[src/rtl/core/touch_trimmed_mean_calibrate_defines.svh]
// ---------------------------------------------------------------------------
// touch_trimmed_mean_calibrate_defines.svh
// Assertion macros shared by the touch calibration RTL.
// ---------------------------------------------------------------------------
`ifndef TOUCH_TRIMMED_MEAN_CALIBRATE_DEFINES_SVH
`define TOUCH_TRIMMED_MEAN_CALIBRATE_DEFINES_SVH

// Same-cycle implication, checked out of reset
`define TTMC_ASSERT_SAME(lbl, ante, cons, msg) \
  lbl: assert property (@(posedge clk) disable iff (!rst_n) (ante) |-> (cons)) \
    else $error(msg);

// Next-cycle implication, checked out of reset
`define TTMC_ASSERT_NEXT(lbl, ante, cons, msg) \
  lbl: assert property (@(posedge clk) disable iff (!rst_n) (ante) |=> (cons)) \
    else $error(msg);

`endif

[src/rtl/core/ttmc_pkg.sv]
`timescale 1ns / 1ps
// ---------------------------------------------------------------------------
// ttmc_pkg
// Widths, register codes, reset values and transfer types for the touch
// trimmed-mean calibration pipeline.
// ---------------------------------------------------------------------------
package ttmc_pkg;

  localparam int SAMPLE_W  = 12;
  localparam int MID_W     = 14;   // sum of the three middle samples
  localparam int COORD_W   = 9;
  localparam int CFG_W     = 16;
  localparam int CFG_IDX_W = 8;
  localparam int FRAC_W    = 12;   // Q4.12 fraction bits
  localparam int PROD_W    = CFG_W + SAMPLE_W + 1;
  localparam int ACC_W     = PROD_W + 1;

  localparam int SCREEN_WIDTH_DEF  = 240;
  localparam int SCREEN_HEIGHT_DEF = 320;

  // floor(x / 3) as (x * 21846) >> 16, exact for x below 3 * 4096
  localparam int RECIP_W     = 15;
  localparam int THIRD_SHIFT = 16;
  localparam logic [RECIP_W-1:0] THIRD_RECIP = RECIP_W'(21846);

  localparam logic signed [CFG_W-1:0] GAIN_ONE = 16'sd4096;
  localparam logic signed [CFG_W-1:0] OFFSET_ZERO = 16'sd0;

  typedef enum logic [CFG_IDX_W-1:0] {
    REG_X_GAIN   = 8'd0,
    REG_Y_GAIN   = 8'd1,
    REG_X_OFFSET = 8'd2,
    REG_Y_OFFSET = 8'd3
  } cfg_reg_t;

  typedef enum logic {
    AXIS_X = 1'b0,
    AXIS_Y = 1'b1
  } axis_t;

  // Calibration register set
  typedef struct packed {
    logic signed [CFG_W-1:0] x_gain;
    logic signed [CFG_W-1:0] y_gain;
    logic signed [CFG_W-1:0] x_offset;
    logic signed [CFG_W-1:0] y_offset;
  } cal_cfg_t;

  // Trimmed mean handed from the trim stages to the calibration stages
  typedef struct packed {
    logic                axis;
    logic [SAMPLE_W-1:0] mean;
  } trim_xfer_t;

endpackage

[src/rtl/core/ttmc_trim.sv]
`timescale 1ns / 1ps
// ---------------------------------------------------------------------------
// ttmc_trim
// Two pipeline stages: drop min and max of five samples and sum the rest,
// then divide the middle sum by three with a reciprocal multiply.
// ---------------------------------------------------------------------------
`include "touch_trimmed_mean_calibrate_defines.svh"

module ttmc_trim
  import ttmc_pkg::*;
(
  input  logic                clk,
  input  logic                rst_n,
  input  logic                up_valid,
  output logic                up_ready,
  input  logic                up_axis,
  input  logic [SAMPLE_W-1:0] up_s0,
  input  logic [SAMPLE_W-1:0] up_s1,
  input  logic [SAMPLE_W-1:0] up_s2,
  input  logic [SAMPLE_W-1:0] up_s3,
  input  logic [SAMPLE_W-1:0] up_s4,
  output logic                dn_valid,
  input  logic                dn_ready,
  output trim_xfer_t          dn_data
);

  logic                     va_r;
  logic                     axa_r;
  logic [MID_W-1:0]         mid_r;
  logic                     vb_r;
  trim_xfer_t               tb_r;
  logic                     a_adv;
  logic                     b_ready;
  logic [SAMPLE_W-1:0]      lo01, lo23, lo03, lo_all;
  logic [SAMPLE_W-1:0]      hi01, hi23, hi03, hi_all;
  logic [MID_W:0]           sum_all;
  logic [MID_W-1:0]         mid_nxt;
  logic [MID_W+RECIP_W-1:0] third_prod;
  logic [SAMPLE_W-1:0]      mean_nxt;

  // Min and max trees over the five samples
  always_comb begin
    lo01   = (up_s1 < up_s0) ? up_s1 : up_s0;
    lo23   = (up_s3 < up_s2) ? up_s3 : up_s2;
    lo03   = (lo23 < lo01) ? lo23 : lo01;
    lo_all = (up_s4 < lo03) ? up_s4 : lo03;
    hi01   = (up_s1 > up_s0) ? up_s1 : up_s0;
    hi23   = (up_s3 > up_s2) ? up_s3 : up_s2;
    hi03   = (hi23 > hi01) ? hi23 : hi01;
    hi_all = (up_s4 > hi03) ? up_s4 : hi03;
    sum_all = (MID_W+1)'(up_s0) + (MID_W+1)'(up_s1) + (MID_W+1)'(up_s2)
            + (MID_W+1)'(up_s3) + (MID_W+1)'(up_s4);
    mid_nxt = MID_W'(sum_all - (MID_W+1)'(lo_all) - (MID_W+1)'(hi_all));
  end

  // Divide the middle sum by three
  assign third_prod = (MID_W+RECIP_W)'(mid_r) * (MID_W+RECIP_W)'(THIRD_RECIP);
  assign mean_nxt   = third_prod[THIRD_SHIFT +: SAMPLE_W];

  // Stall control: a stage moves when it is empty or its successor moves
  assign b_ready  = !vb_r || dn_ready;
  assign a_adv    = !va_r || b_ready;
  assign up_ready = a_adv;

  // Stage A: trimmed sum
  always_ff @(posedge clk) begin
    if (!rst_n) begin
      va_r <= 1'b0;
    end else if (a_adv) begin
      va_r <= up_valid;
    end
  end

  always_ff @(posedge clk) begin
    if (a_adv && up_valid) begin
      axa_r <= up_axis;
      mid_r <= mid_nxt;
    end
  end

  // Stage B: mean
  always_ff @(posedge clk) begin
    if (!rst_n) begin
      vb_r <= 1'b0;
    end else if (b_ready) begin
      vb_r <= va_r;
    end
  end

  always_ff @(posedge clk) begin
    if (b_ready && va_r) begin
      tb_r.axis <= axa_r;
      tb_r.mean <= mean_nxt;
    end
  end

  assign dn_valid = vb_r;
  assign dn_data  = tb_r;

  // Checks
  `TTMC_ASSERT_NEXT(a_hold_chk, va_r && !b_ready, va_r, "trim stage A dropped a held item")
  `TTMC_ASSERT_SAME(mid_rng_chk, va_r, mid_r <= MID_W'(3 * ((1 << SAMPLE_W) - 1)), "middle sum out of range")

endmodule

[src/rtl/core/ttmc_calib.sv]
`timescale 1ns / 1ps
// ---------------------------------------------------------------------------
// ttmc_calib
// Two pipeline stages: multiply the mean by the axis gain, then add the
// offset, drop the fraction and clamp to the screen range.
// ---------------------------------------------------------------------------
`include "touch_trimmed_mean_calibrate_defines.svh"

module ttmc_calib
  import ttmc_pkg::*;
#(
  parameter int SCREEN_WIDTH  = SCREEN_WIDTH_DEF,
  parameter int SCREEN_HEIGHT = SCREEN_HEIGHT_DEF
) (
  input  logic               clk,
  input  logic               rst_n,
  input  cal_cfg_t           cfg,
  input  logic               up_valid,
  output logic               up_ready,
  input  trim_xfer_t         up_data,
  output logic               dn_valid,
  input  logic               dn_stall,
  output logic               dn_axis,
  output logic [COORD_W-1:0] dn_coord
);

  localparam int Q_W = ACC_W - FRAC_W;
  localparam logic [Q_W-1:0] X_LIM = Q_W'(SCREEN_WIDTH - 1);
  localparam logic [Q_W-1:0] Y_LIM = Q_W'(SCREEN_HEIGHT - 1);
  localparam bit X_FITS = SCREEN_WIDTH <= (1 << COORD_W);
  localparam bit Y_FITS = SCREEN_HEIGHT <= (1 << COORD_W);
  localparam logic [COORD_W-1:0] X_TOP = COORD_W'(SCREEN_WIDTH - 1);
  localparam logic [COORD_W-1:0] Y_TOP = COORD_W'(SCREEN_HEIGHT - 1);

  logic                     vc_r;
  logic                     axc_r;
  logic signed [PROD_W-1:0] prod_r;
  logic signed [CFG_W-1:0]  off_r;
  logic                     vd_r;
  logic                     axd_r;
  logic [COORD_W-1:0]       coord_r;
  logic                     c_ready;
  logic                     d_ready;
  logic signed [CFG_W-1:0]  gain_sel;
  logic signed [CFG_W-1:0]  off_sel;
  logic signed [PROD_W-1:0] prod_nxt;
  logic signed [ACC_W-1:0]  acc;
  logic [Q_W-1:0]           q;
  logic [Q_W-1:0]           lim;
  logic [Q_W-1:0]           clamped;
  logic [COORD_W-1:0]       coord_nxt;

  // Pick the axis constants and multiply
  always_comb begin
    gain_sel = (up_data.axis == AXIS_Y) ? cfg.y_gain : cfg.x_gain;
    off_sel  = (up_data.axis == AXIS_Y) ? cfg.y_offset : cfg.x_offset;
    prod_nxt = PROD_W'(gain_sel) * PROD_W'($signed({1'b0, up_data.mean}));
  end

  // Add offset, truncate the fraction, clamp
  always_comb begin
    acc = ACC_W'(prod_r) + (ACC_W'(off_r) <<< FRAC_W);
    q   = acc[ACC_W-1:FRAC_W];
    lim = (axc_r == AXIS_Y) ? Y_LIM : X_LIM;
    if (acc[ACC_W-1]) begin
      clamped = '0;
    end else if (q > lim) begin
      clamped = lim;
    end else begin
      clamped = q;
    end
    coord_nxt = clamped[COORD_W-1:0];
  end

  // Stall control
  assign d_ready  = !vd_r || !dn_stall;
  assign c_ready  = !vc_r || d_ready;
  assign up_ready = c_ready;

  // Stage C: product
  always_ff @(posedge clk) begin
    if (!rst_n) begin
      vc_r <= 1'b0;
    end else if (c_ready) begin
      vc_r <= up_valid;
    end
  end

  always_ff @(posedge clk) begin
    if (c_ready && up_valid) begin
      axc_r  <= up_data.axis;
      prod_r <= prod_nxt;
      off_r  <= off_sel;
    end
  end

  // Stage D: output register
  always_ff @(posedge clk) begin
    if (!rst_n) begin
      vd_r <= 1'b0;
    end else if (d_ready) begin
      vd_r <= vc_r;
    end
  end

  always_ff @(posedge clk) begin
    if (d_ready && vc_r) begin
      axd_r   <= axc_r;
      coord_r <= coord_nxt;
    end
  end

  assign dn_valid = vd_r;
  assign dn_axis  = axd_r;
  assign dn_coord = coord_r;

  // Checks
  `TTMC_ASSERT_SAME(x_clamp_chk, vd_r && (axd_r == AXIS_X), !X_FITS || (coord_r <= X_TOP), "X coordinate beyond screen")
  `TTMC_ASSERT_SAME(y_clamp_chk, vd_r && (axd_r == AXIS_Y), !Y_FITS || (coord_r <= Y_TOP), "Y coordinate beyond screen")

endmodule

[src/rtl/core/touch_trimmed_mean_calibrate.sv]
`timescale 1ns / 1ps
// ---------------------------------------------------------------------------
// touch_trimmed_mean_calibrate
// Trimmed mean of five touch samples followed by per-axis linear
// calibration and clamping to the screen.
// ---------------------------------------------------------------------------
//   channel | direction | handshake            | payload
//   in_     | input     | in_valid / in_stall  | axis, five 12-bit samples
//   out_    | output    | out_valid / out_stall| axis_out, 9-bit coordinate
//   cfg_    | input     | cfg_valid / cfg_ready| 8-bit index, 16-bit data
//
// Four register stages (trim, divide by three, gain multiply, offset and
// clamp); one burst is taken per cycle while the stages are not held by a
// stall, and its result passes through all four registers before out_valid.
// cfg_ready is always high; writes to an index above
// three are ignored. Synchronous active-low reset empties the pipeline and
// loads unity gain and zero offset. A stall on out_ fills the stages and
// then reaches in_stall in the same cycle; nothing is dropped or repeated.
// ---------------------------------------------------------------------------

module touch_trimmed_mean_calibrate
  import ttmc_pkg::*;
#(
  parameter int SCREEN_WIDTH  = SCREEN_WIDTH_DEF,
  parameter int SCREEN_HEIGHT = SCREEN_HEIGHT_DEF
) (
  input  logic                 clk,
  input  logic                 rst_n,
  input  logic                 in_valid,
  output logic                 in_stall,
  input  logic                 in_axis,
  input  logic [SAMPLE_W-1:0]  in_sample_first,
  input  logic [SAMPLE_W-1:0]  in_sample_second,
  input  logic [SAMPLE_W-1:0]  in_sample_third,
  input  logic [SAMPLE_W-1:0]  in_sample_fourth,
  input  logic [SAMPLE_W-1:0]  in_sample_fifth,
  output logic                 out_valid,
  input  logic                 out_stall,
  output logic                 out_axis_out,
  output logic [COORD_W-1:0]   out_coordinate,
  input  logic                 cfg_valid,
  output logic                 cfg_ready,
  input  logic [CFG_IDX_W-1:0] cfg_index,
  input  logic [CFG_W-1:0]     cfg_wdata
);

  cal_cfg_t   cfg_r;
  logic       trim_ready;
  logic       mid_valid;
  logic       mid_ready;
  trim_xfer_t mid_data;

  assign cfg_ready = 1'b1;

  // Calibration registers
  always_ff @(posedge clk) begin
    if (!rst_n) begin
      cfg_r.x_gain   <= GAIN_ONE;
      cfg_r.y_gain   <= GAIN_ONE;
      cfg_r.x_offset <= OFFSET_ZERO;
      cfg_r.y_offset <= OFFSET_ZERO;
    end else if (cfg_valid && cfg_ready) begin
      case (cfg_index)
        REG_X_GAIN:   cfg_r.x_gain   <= cfg_wdata;
        REG_Y_GAIN:   cfg_r.y_gain   <= cfg_wdata;
        REG_X_OFFSET: cfg_r.x_offset <= cfg_wdata;
        REG_Y_OFFSET: cfg_r.y_offset <= cfg_wdata;
        default: begin
        end
      endcase
    end
  end

  assign in_stall = !trim_ready;

  ttmc_trim u_trim (
    .clk      (clk),
    .rst_n    (rst_n),
    .up_valid (in_valid),
    .up_ready (trim_ready),
    .up_axis  (in_axis),
    .up_s0    (in_sample_first),
    .up_s1    (in_sample_second),
    .up_s2    (in_sample_third),
    .up_s3    (in_sample_fourth),
    .up_s4    (in_sample_fifth),
    .dn_valid (mid_valid),
    .dn_ready (mid_ready),
    .dn_data  (mid_data)
  );

  ttmc_calib #(
    .SCREEN_WIDTH  (SCREEN_WIDTH),
    .SCREEN_HEIGHT (SCREEN_HEIGHT)
  ) u_calib (
    .clk      (clk),
    .rst_n    (rst_n),
    .cfg      (cfg_r),
    .up_valid (mid_valid),
    .up_ready (mid_ready),
    .up_data  (mid_data),
    .dn_valid (out_valid),
    .dn_stall (out_stall),
    .dn_axis  (out_axis_out),
    .dn_coord (out_coordinate)
  );

endmodule
[config.mk]
export PLATFORM = sky130hd
export DESIGN_NAME = touch_trimmed_mean_calibrate
export DESIGN_NICKNAME = d
export VERILOG_FILES = /design/src/rtl/core/ttmc_pkg.sv /design/src/rtl/core/ttmc_trim.sv /design/src/rtl/core/ttmc_calib.sv /design/src/rtl/core/touch_trimmed_mean_calibrate.sv
export VERILOG_INCLUDE_DIRS = /design/src /design/src/rtl/core
export SDC_FILE = /design/constraint.sdc
export NUM_CORES = 1
export LEC_CHECK = 0
export BUFFER_PORTS_ARGS = -buffer_cell sky130_fd_sc_hd__buf_2
export CAP_MARGIN = 40
export CELL_PAD_IN_SITES_DETAIL_PLACEMENT = 0
export CELL_PAD_IN_SITES_GLOBAL_PLACEMENT = 1
export CORE_MARGIN = 2
export CORE_UTILIZATION = 54
export CTS_CLUSTER_DIAMETER = 100
export CTS_CLUSTER_SIZE = 20
export DETAILED_ROUTE_END_ITERATION = 10
export GPL_ROUTABILITY_DRIVEN = 0
export PLACE_DENSITY = 0.95
export SYNTH_ARGS = -nofsm -noshare
export SYNTH_HDL_FRONTEND = slang
export SYNTH_SLANG_ARGS = --single-unit
[constraint.sdc]
create_clock -name clk -period 27.1 [get_ports clk]
set_clock_uncertainty 0.15 [all_clocks]
set_input_delay 5.42 -clock clk [delete_from_list [all_inputs] [get_ports clk]]
set_output_delay 5.42 -clock clk [all_outputs]
set_load 0.02 [all_outputs]
==> results of run 1 <==
state kept, by name, summed over array words and instances, names as in the netlist:
register,flops
u_calib.axc_r,1
u_calib.dn_coord,9
u_calib.dn_valid,1
u_trim.va_r,1
u_calib.off_r,16
u_trim.dn_valid,1
u_calib.vc_r,1
u_trim.dn_data,13
u_calib.dn_axis,1
u_trim.mid_r,14
cfg_r,64
u_trim.axa_r,1
u_calib.prod_r,17
synth_stat cells, types with 4 or more instances:
cell       number  area share
fa_1          283        0.27
o21ai_0        48       0.011
xor2_1         17      0.0071
o31a_1          5      0.0021
buf_2           5      0.0012
xnor2_1        43       0.018
a21boi_0        7      0.0025
clkbuf_1       56       0.010
a21oi_1        98       0.023
o21a_1         11      0.0039
a21o_1         33       0.012
inv_1         438       0.078
o31ai_1         4      0.0014
and3_1          9      0.0027
a2111oi_0       4      0.0017
and2_1         94       0.028
nand2_1       141       0.025
dfxtp_1        68       0.065
edfxtp_1       72        0.10
nand3b_1        4      0.0014
mux2i_1       105       0.050
o21bai_1        8      0.0028
nand3_1        22      0.0052
nand2b_1       12      0.0036
nor3_1         21      0.0050
a211oi_1       27      0.0096
o22ai_1         4      0.0012
nor2b_1        93       0.028
ha_1          268        0.16
mux2_2         43       0.023
nor2_1         99       0.018
nand4_1        14      0.0042
o41ai_1         4      0.0017
or2_2           5      0.0015
o211ai_1        5      0.0018
nor4_1          4      0.0012
area by class of cell:
cell class / count / share of cell area
Multi-Input combinational cell: 1577 / 0.6885
Sequential cell: 140 / 0.1550
Inverter: 438 / 0.07231
Timing Repair Buffer: 119 / 0.02889
Tap cell: 518 / 0.02851
Clock buffer: 17 / 0.01871
Clock inverter: 15 / 0.008090
routing by layer:
layer,global-route usage,wire length (um),vias up
li1,-,-,7346
met1,0.3112,20110,7810
met2,0.4568,25450,508
met3,0.03191,2622,166
met4,0.1431,2984,0
met5,0,0,-
kinds of logic (layout without fill, tap and decap cells):
group / Yosys count / in the layout / share of synthesized area
adder cells (fa/ha/maj): 551 / 551 / 0.4278
AND/OR/NAND/NOR: 533 / 533 / 0.1288
buffers and inverters: 505 / 589 / 0.09110
AO/OA/AOI/OAI: 284 / 284 / 0.08724
multiplexers: 148 / 148 / 0.07282
flip-flops: 140 / 140 / 0.1671
XOR/XNOR: 60 / 60 / 0.02493
other: 1 / 1 / 0.0001779
worst max-delay path by stage:
| stage | from | end | slack (ns) | cells past startpoint |
|---|---|---|---|---|
| final | in_sample_third[2] | u_trim.mid_r[12]$_DFFE_PP_ | 11.03 | 45 |
| after global routing | in_sample_first[10] | u_trim.mid_r[12]$_DFFE_PP_ | 10.27 | 44 |
| after CTS | in_sample_first[10] | u_trim.mid_r[12]$_DFFE_PP_ | 11.19 | 44 |
| after detailed placement | in_sample_first[10] | u_trim.mid_r[12]$_DFFE_PP_ | 10.78 | 44 |
| after global placement | in_sample_third[3] | u_trim.mid_r[12]$_DFFE_PP_ | 10.56 | 43 |
| after floorplan | in_sample_third[2] | u_trim.mid_r[12]$_DFFE_PP_ | 12.23 | 46 |
metrics by stage:
step / utilization / worst slack [ns] / hold WS (ns) / instance area (um^2) / std cells
final: 0.5897 / 11.03 / 0.2839 / 22740 / 2824
after detailed placement: 0.5739 / 10.78 / 0.2694 / 22130 / 2792
after global placement: 0.5729 / 10.56 / 0.2670 / 22090 / 2789
after CTS: 0.5897 / 11.19 / 0.2854 / 22740 / 2824
after global routing: 0.5897 / 10.27 / 0.2857 / 22740 / 2824
after floorplan: - / 12.23 / 0.2503 / 21080 / 2222
worst max-delay path, delay by kind of cell:
family,cells,cell delay [ns]
AOI/OAI and AO/OA,27,6.16
muxes,1,0.28
buffers and inverters,6,0.97
and+or+nand+nor,3,0.35
adders and majority gates,7,2.80
xor gates and xnor gates,1,0.10
==> impl_metrics.env, run 1 <==
export IMPL_path_class="input pin to register"
export IMPL_initial_core_util=0.5468
export IMPL_syn_inst=2222
export IMPL_seq_area_frac_synth=0.1671
export IMPL_cts_buffers=17
export IMPL_fill_cells=3252
export IMPL_numPortBuffers=101
export IMPL_row_count=72
export IMPL_drive_gt1_frac=0.09063
export IMPL_syn_to_final_growth_pct=7.840
export IMPL_grt_usage=0.2604
export IMPL_drt_iter0_markers=886
export IMPL_endpoint_kind="register"
export IMPL_cts_tree="done"
export IMPL_relSlewSlack=0.3968
export IMPL_grt_pass1_vias=17040
export IMPL_ff2ff_path_depth=20
export IMPL_synth_edff_count=72
export IMPL_vias=15830
export IMPL_rsz0062_at_grt="no"
export IMPL_r2r_start="u_trim.dn_data[12]$_DFFE_PP_"
export IMPL_cp_max_fo=20
export IMPL_overflow=0
export IMPL_cts_sinks=140
export IMPL_fmax_mhz=62.23
export IMPL_period_share=0.5930
export IMPL_holdPathEnd="u_trim.dn_data[12]$_DFFE_PP_"
export IMPL_dp_hpwl_um=42510
export IMPL_cp_start_kind="input pin"
export IMPL_die_h_um=201.6
export IMPL_crit_arrival_ns=16.10
export IMPL_core_um2=38560
export IMPL_wire_per_inst_um=18.12
export IMPL_async_reset_ff_frac=0
export IMPL_grt_pass1_wl_um=84440
export IMPL_fin_nets=2934
export IMPL_final_cell_mix="438 x inv_1, 283 x fa_1, 268 x ha_1"
export IMPL_crit_slowest_cell="a21o_1"
export IMPL_hold_start="u_trim.axa_r$_DFFE_PP_"
export IMPL_cts_repair_resized=0
export IMPL_dr_pass1_iters=5
export IMPL_tns_ns=0
export IMPL_clkTransAtPathRegs_ns=0.07
export IMPL_antenna_found_initial=0
export IMPL_synth_area_um2=21080
export IMPL_cap_violations=0
export IMPL_insertion_delay_ns=0.44
export IMPL_worst_slew_pin_slew_ns=0.9047
export IMPL_ant_nets=0
export IMPL_rrSetupSlack_ns=19.98
export IMPL_multiInputGateArea_um2=15650
export IMPL_hold_buffers=0
export IMPL_yosys_warnings=0
export IMPL_clock_path_buffers=2
export IMPL_dieWidth_um=201.6
export IMPL_seq_area_um2=3523
export IMPL_htreeDepth=4
export IMPL_dieArea_um2=40640
export IMPL_min_path_cells=0
export IMPL_fin_crit_ns=16.07
export IMPL_worstReg2RegEnd="u_calib.prod_r[27]$_DFFE_PP_"
export IMPL_final_common_cell="inv_1"
export IMPL_cts_setup_buffers=0
export IMPL_crit_path_max_incr_delay_ns=0.70
export IMPL_grt_max_degree=59
export IMPL_cts_root_buffer="clkbuf_16"
export IMPL_routed_wl_um=51170
export IMPL_synth_seq_cells=140
export IMPL_drcViolationCount=0
export IMPL_synth_cell_types=67
export IMPL_synth_area_per_cell_um2=9.488
export IMPL_io_pins=103
export IMPL_syn_nets=2863
export IMPL_hold_viol=0
export IMPL_ys_flop_type="edfxtp_1"
export IMPL_crit_path_frequent_cell="a21oi_1"
export IMPL_critical_path_required_ns=27.13
export IMPL_viasPerCell=5.606
export IMPL_num_antenna_cells=0
export IMPL_hp_class="register to register"
export IMPL_drv_slew=0
export IMPL_setup_viol=0
export IMPL_status="finished clean"
Power of run 1 is left out: the tool's default activity adds up to more than one toggle a clock period on the data nets, which glitch-free logic cannot reach.
==> run 2, diff against run 1 <==
- ABC_AREA: unset -> 1
- CORE_UTILIZATION: 54 -> 49
- PLACE_DENSITY: 0.95 -> 0.91
- clock period: 27.1 -> 15.8 ns (I/O delays scaled with it)
==> impl_metrics.env, run 2 <==
export IMPL_async_reset_ff_frac=0
export IMPL_core_um2=41850
export IMPL_synthTopCellsByArea="fa_1 27%, ha_1 16%, edfxtp_1 10%, inv_1 9.5%, nand2_1 7.7%"
export IMPL_setup_viol=0
export IMPL_rrSetupSlack_ns=8.19
export IMPL_drt_iter0_markers=1002
export IMPL_final_common_cell="inv_1"
export IMPL_cts_root_buffer="clkbuf_16"
export IMPL_cts_buffers=17
export IMPL_startpoint="in_sample_third[11]"
export IMPL_grt_pass1_vias=17260
export IMPL_top_register="cfg_r"
export IMPL_antenna_found_initial=1
export IMPL_dieArea_um2=44030
export IMPL_synth_cell_types=52
export IMPL_synth_edff_count=72
export IMPL_r2r_start="u_trim.dn_data[12]$_DFFE_PP_"
export IMPL_insertion_delay_ns=0.43
export IMPL_grt_max_degree=66
export IMPL_dp_cells=3138
export IMPL_worstReg2RegEnd="u_calib.prod_r[28]$_DFFE_PP_"
export IMPL_fmax_mhz=80.26
export IMPL_row_count=75
export IMPL_synth_area_um2=20760
export IMPL_ant_nets=0
export IMPL_yosys_warnings=0
export IMPL_relSlewSlack=0.4561
export IMPL_synth_seq_cells=140
export IMPL_period_share=0.7886
export IMPL_cp_max_fo=24
export IMPL_num_antenna_cells=0
export IMPL_numPortBuffers=101
export IMPL_clock_path_buffers=2
export IMPL_crit_slowest_cell="nand2_1"
export IMPL_status="finished clean"
export IMPL_tns_ns=0
export IMPL_endpoint_kind="register"
export IMPL_syn_to_final_growth_pct=8.034
export IMPL_crit_end="u_trim.mid_r[13]$_DFFE_PP_"
export IMPL_crit_arrival_ns=12.48
export IMPL_crit_path_max_incr_delay_ns=0.46
export IMPL_met2WireLength_um=25390
export IMPL_htreeDepth=4
export IMPL_reg_top3="cfg_r: 64 flops, u_calib.prod_r: 17 flops, u_calib.off_r: 16 flops"
export IMPL_viasPerCell=5.276
export IMPL_dr_wl_met3_um=2403
export IMPL_rsz0062_at_grt="no"
export IMPL_seq_area_frac_synth=0.1697
export IMPL_synth_common_cells="527 x inv_1, 428 x nand2_1, 290 x nor2_1"
export IMPL_hold_viol=0
export IMPL_drcViolationCount=0
export IMPL_wl_met1_um=22250
export IMPL_fill_cells=3912
export IMPL_cts_setup_buffers=0
export IMPL_cp_start_kind="input pin"
export IMPL_synth_area_per_cell_um2=8.182
export IMPL_grt_pass1_wl_um=86970
export IMPL_dieWidth_um=209.8
export IMPL_wire_per_inst_um=16.61
export IMPL_largest_register_ffs=64
export IMPL_dr_pass1_iters=5
export IMPL_timing_hold_ws_ns=0.3276
export IMPL_fin_nets=3259
export IMPL_worst_slew_pin_slew_ns=0.8157
export IMPL_cts_repair_resized=0
export IMPL_io_pins=103
export IMPL_routed_top_layer="met5"
export IMPL_hp_class="register to register"
export IMPL_ff2ff_path_depth=25
export IMPL_die_h_um=209.8
export IMPL_cts_tree="done"
export IMPL_vias=16720
export IMPL_fin_cells=3170
export IMPL_dp_hpwl_um=43780
export IMPL_clkTransAtPathRegs_ns=0.07
export IMPL_postPlaceCellArea_um2=21850
export IMPL_crit_path_frequent_cell="nand2_1"
export IMPL_overflow=0
export IMPL_syn_inst=2537
export IMPL_ys_flop_type="edfxtp_1"
export IMPL_drive_gt1_frac=0.07298
export IMPL_routed_wl_um=52650
export IMPL_stdcell_area_um2=22430
export IMPL_grt_usage=0.2496
export IMPL_final_cell_mix="527 x inv_1, 428 x nand2_1, 290 x nor2_1"
export IMPL_critical_path_required_ns=15.82
export IMPL_hold_buffers=0
export IMPL_cts_sinks=140
export IMPL_yosys_cell_count_top_type="inv_1"
export IMPL_drv_slew=0
export IMPL_synth_top_cell_by_area="fa_1"
export IMPL_initial_core_util=0.4960
export IMPL_cap_violations=0
export IMPL_synth_top_area_share=0.2729
export IMPL_fin_crit_ns=12.46
export IMPL_syn_nets=3178
export IMPL_path_class="input pin to register"
run 2: metrics by stage:
stage / util / setup slack [ns]
detailed placement: 0.5221 / 3.188
CTS: 0.5358 / 3.582
floorplan: - / 4.740
global placement: 0.5208 / 3.478
finish: 0.5358 / 3.341
global route: 0.5358 / 2.623
run 2: per-layer routing:
layer,vias up,GRT usage
li1,8068,-
met2,512,0.4311
met1,8005,0.3141
met4,2,0.1171
met5,-,0
met3,137,0.02783
run 2: worst min-delay path by stage:
| stage | depth (start not counted) | to | startpoint |
|---|---|---|---|
| after floorplan | 0 | u_trim.dn_data[12]$_DFFE_PP_ | u_trim.axa_r$_DFFE_PP_ |
| after global placement | 2 | cfg_r[44]$_SDFFE_PN1P_ | cfg_r[44]$_SDFFE_PN1P_ |
| after detailed placement | 2 | cfg_r[44]$_SDFFE_PN1P_ | cfg_r[44]$_SDFFE_PN1P_ |
| after CTS | 2 | cfg_r[44]$_SDFFE_PN1P_ | cfg_r[44]$_SDFFE_PN1P_ |
| after global routing | 2 | u_trim.dn_valid$_SDFFE_PN0P_ | u_trim.va_r$_SDFFE_PN0N_ |
| final | 2 | cfg_r[40]$_SDFFE_PN0P_ | cfg_r[40]$_SDFFE_PN0P_ |
run 2: cell families (layout without fill, tap and decap cells):
family | after synthesis | count (layout) | synth area share
multiplexers | 2 | 2 | 0.0009644
XOR/XNOR | 77 | 77 | 0.03249
other | 1 | 1 | 0.0001806
AO/OA/AOI/OAI | 334 | 334 | 0.08692
buffers and inverters | 582 | 676 | 0.1061
AND/OR/NAND/NOR | 850 | 850 | 0.1692
adder cells (fa/ha/maj) | 551 | 551 | 0.4345
flip-flops | 140 | 140 | 0.1697
run 2: cell type report:
type	count	area [um^2]	share of cell area
repair buffers	115	626.9	0.02795
inverters	529	1986	0.08854
clock buffers	17	425.4	0.01897
flip-flops and latches	140	3523	0.1571
multi-input cells	1815	15040	0.6706
well taps	539	674.4	0.03007
clock inverters	15	151.4	0.006751
run 2: critical path: cells and delay by family:
kind / cells / cell delay [ns]
simple gates: 20 / 3.71
xor+xnor: 1 / 0.13
compound gates: 9 / 1.83
buf+inv: 7 / 0.85
fa+ha+maj: 8 / 2.77
Power of run 2 is left out for the same reason.
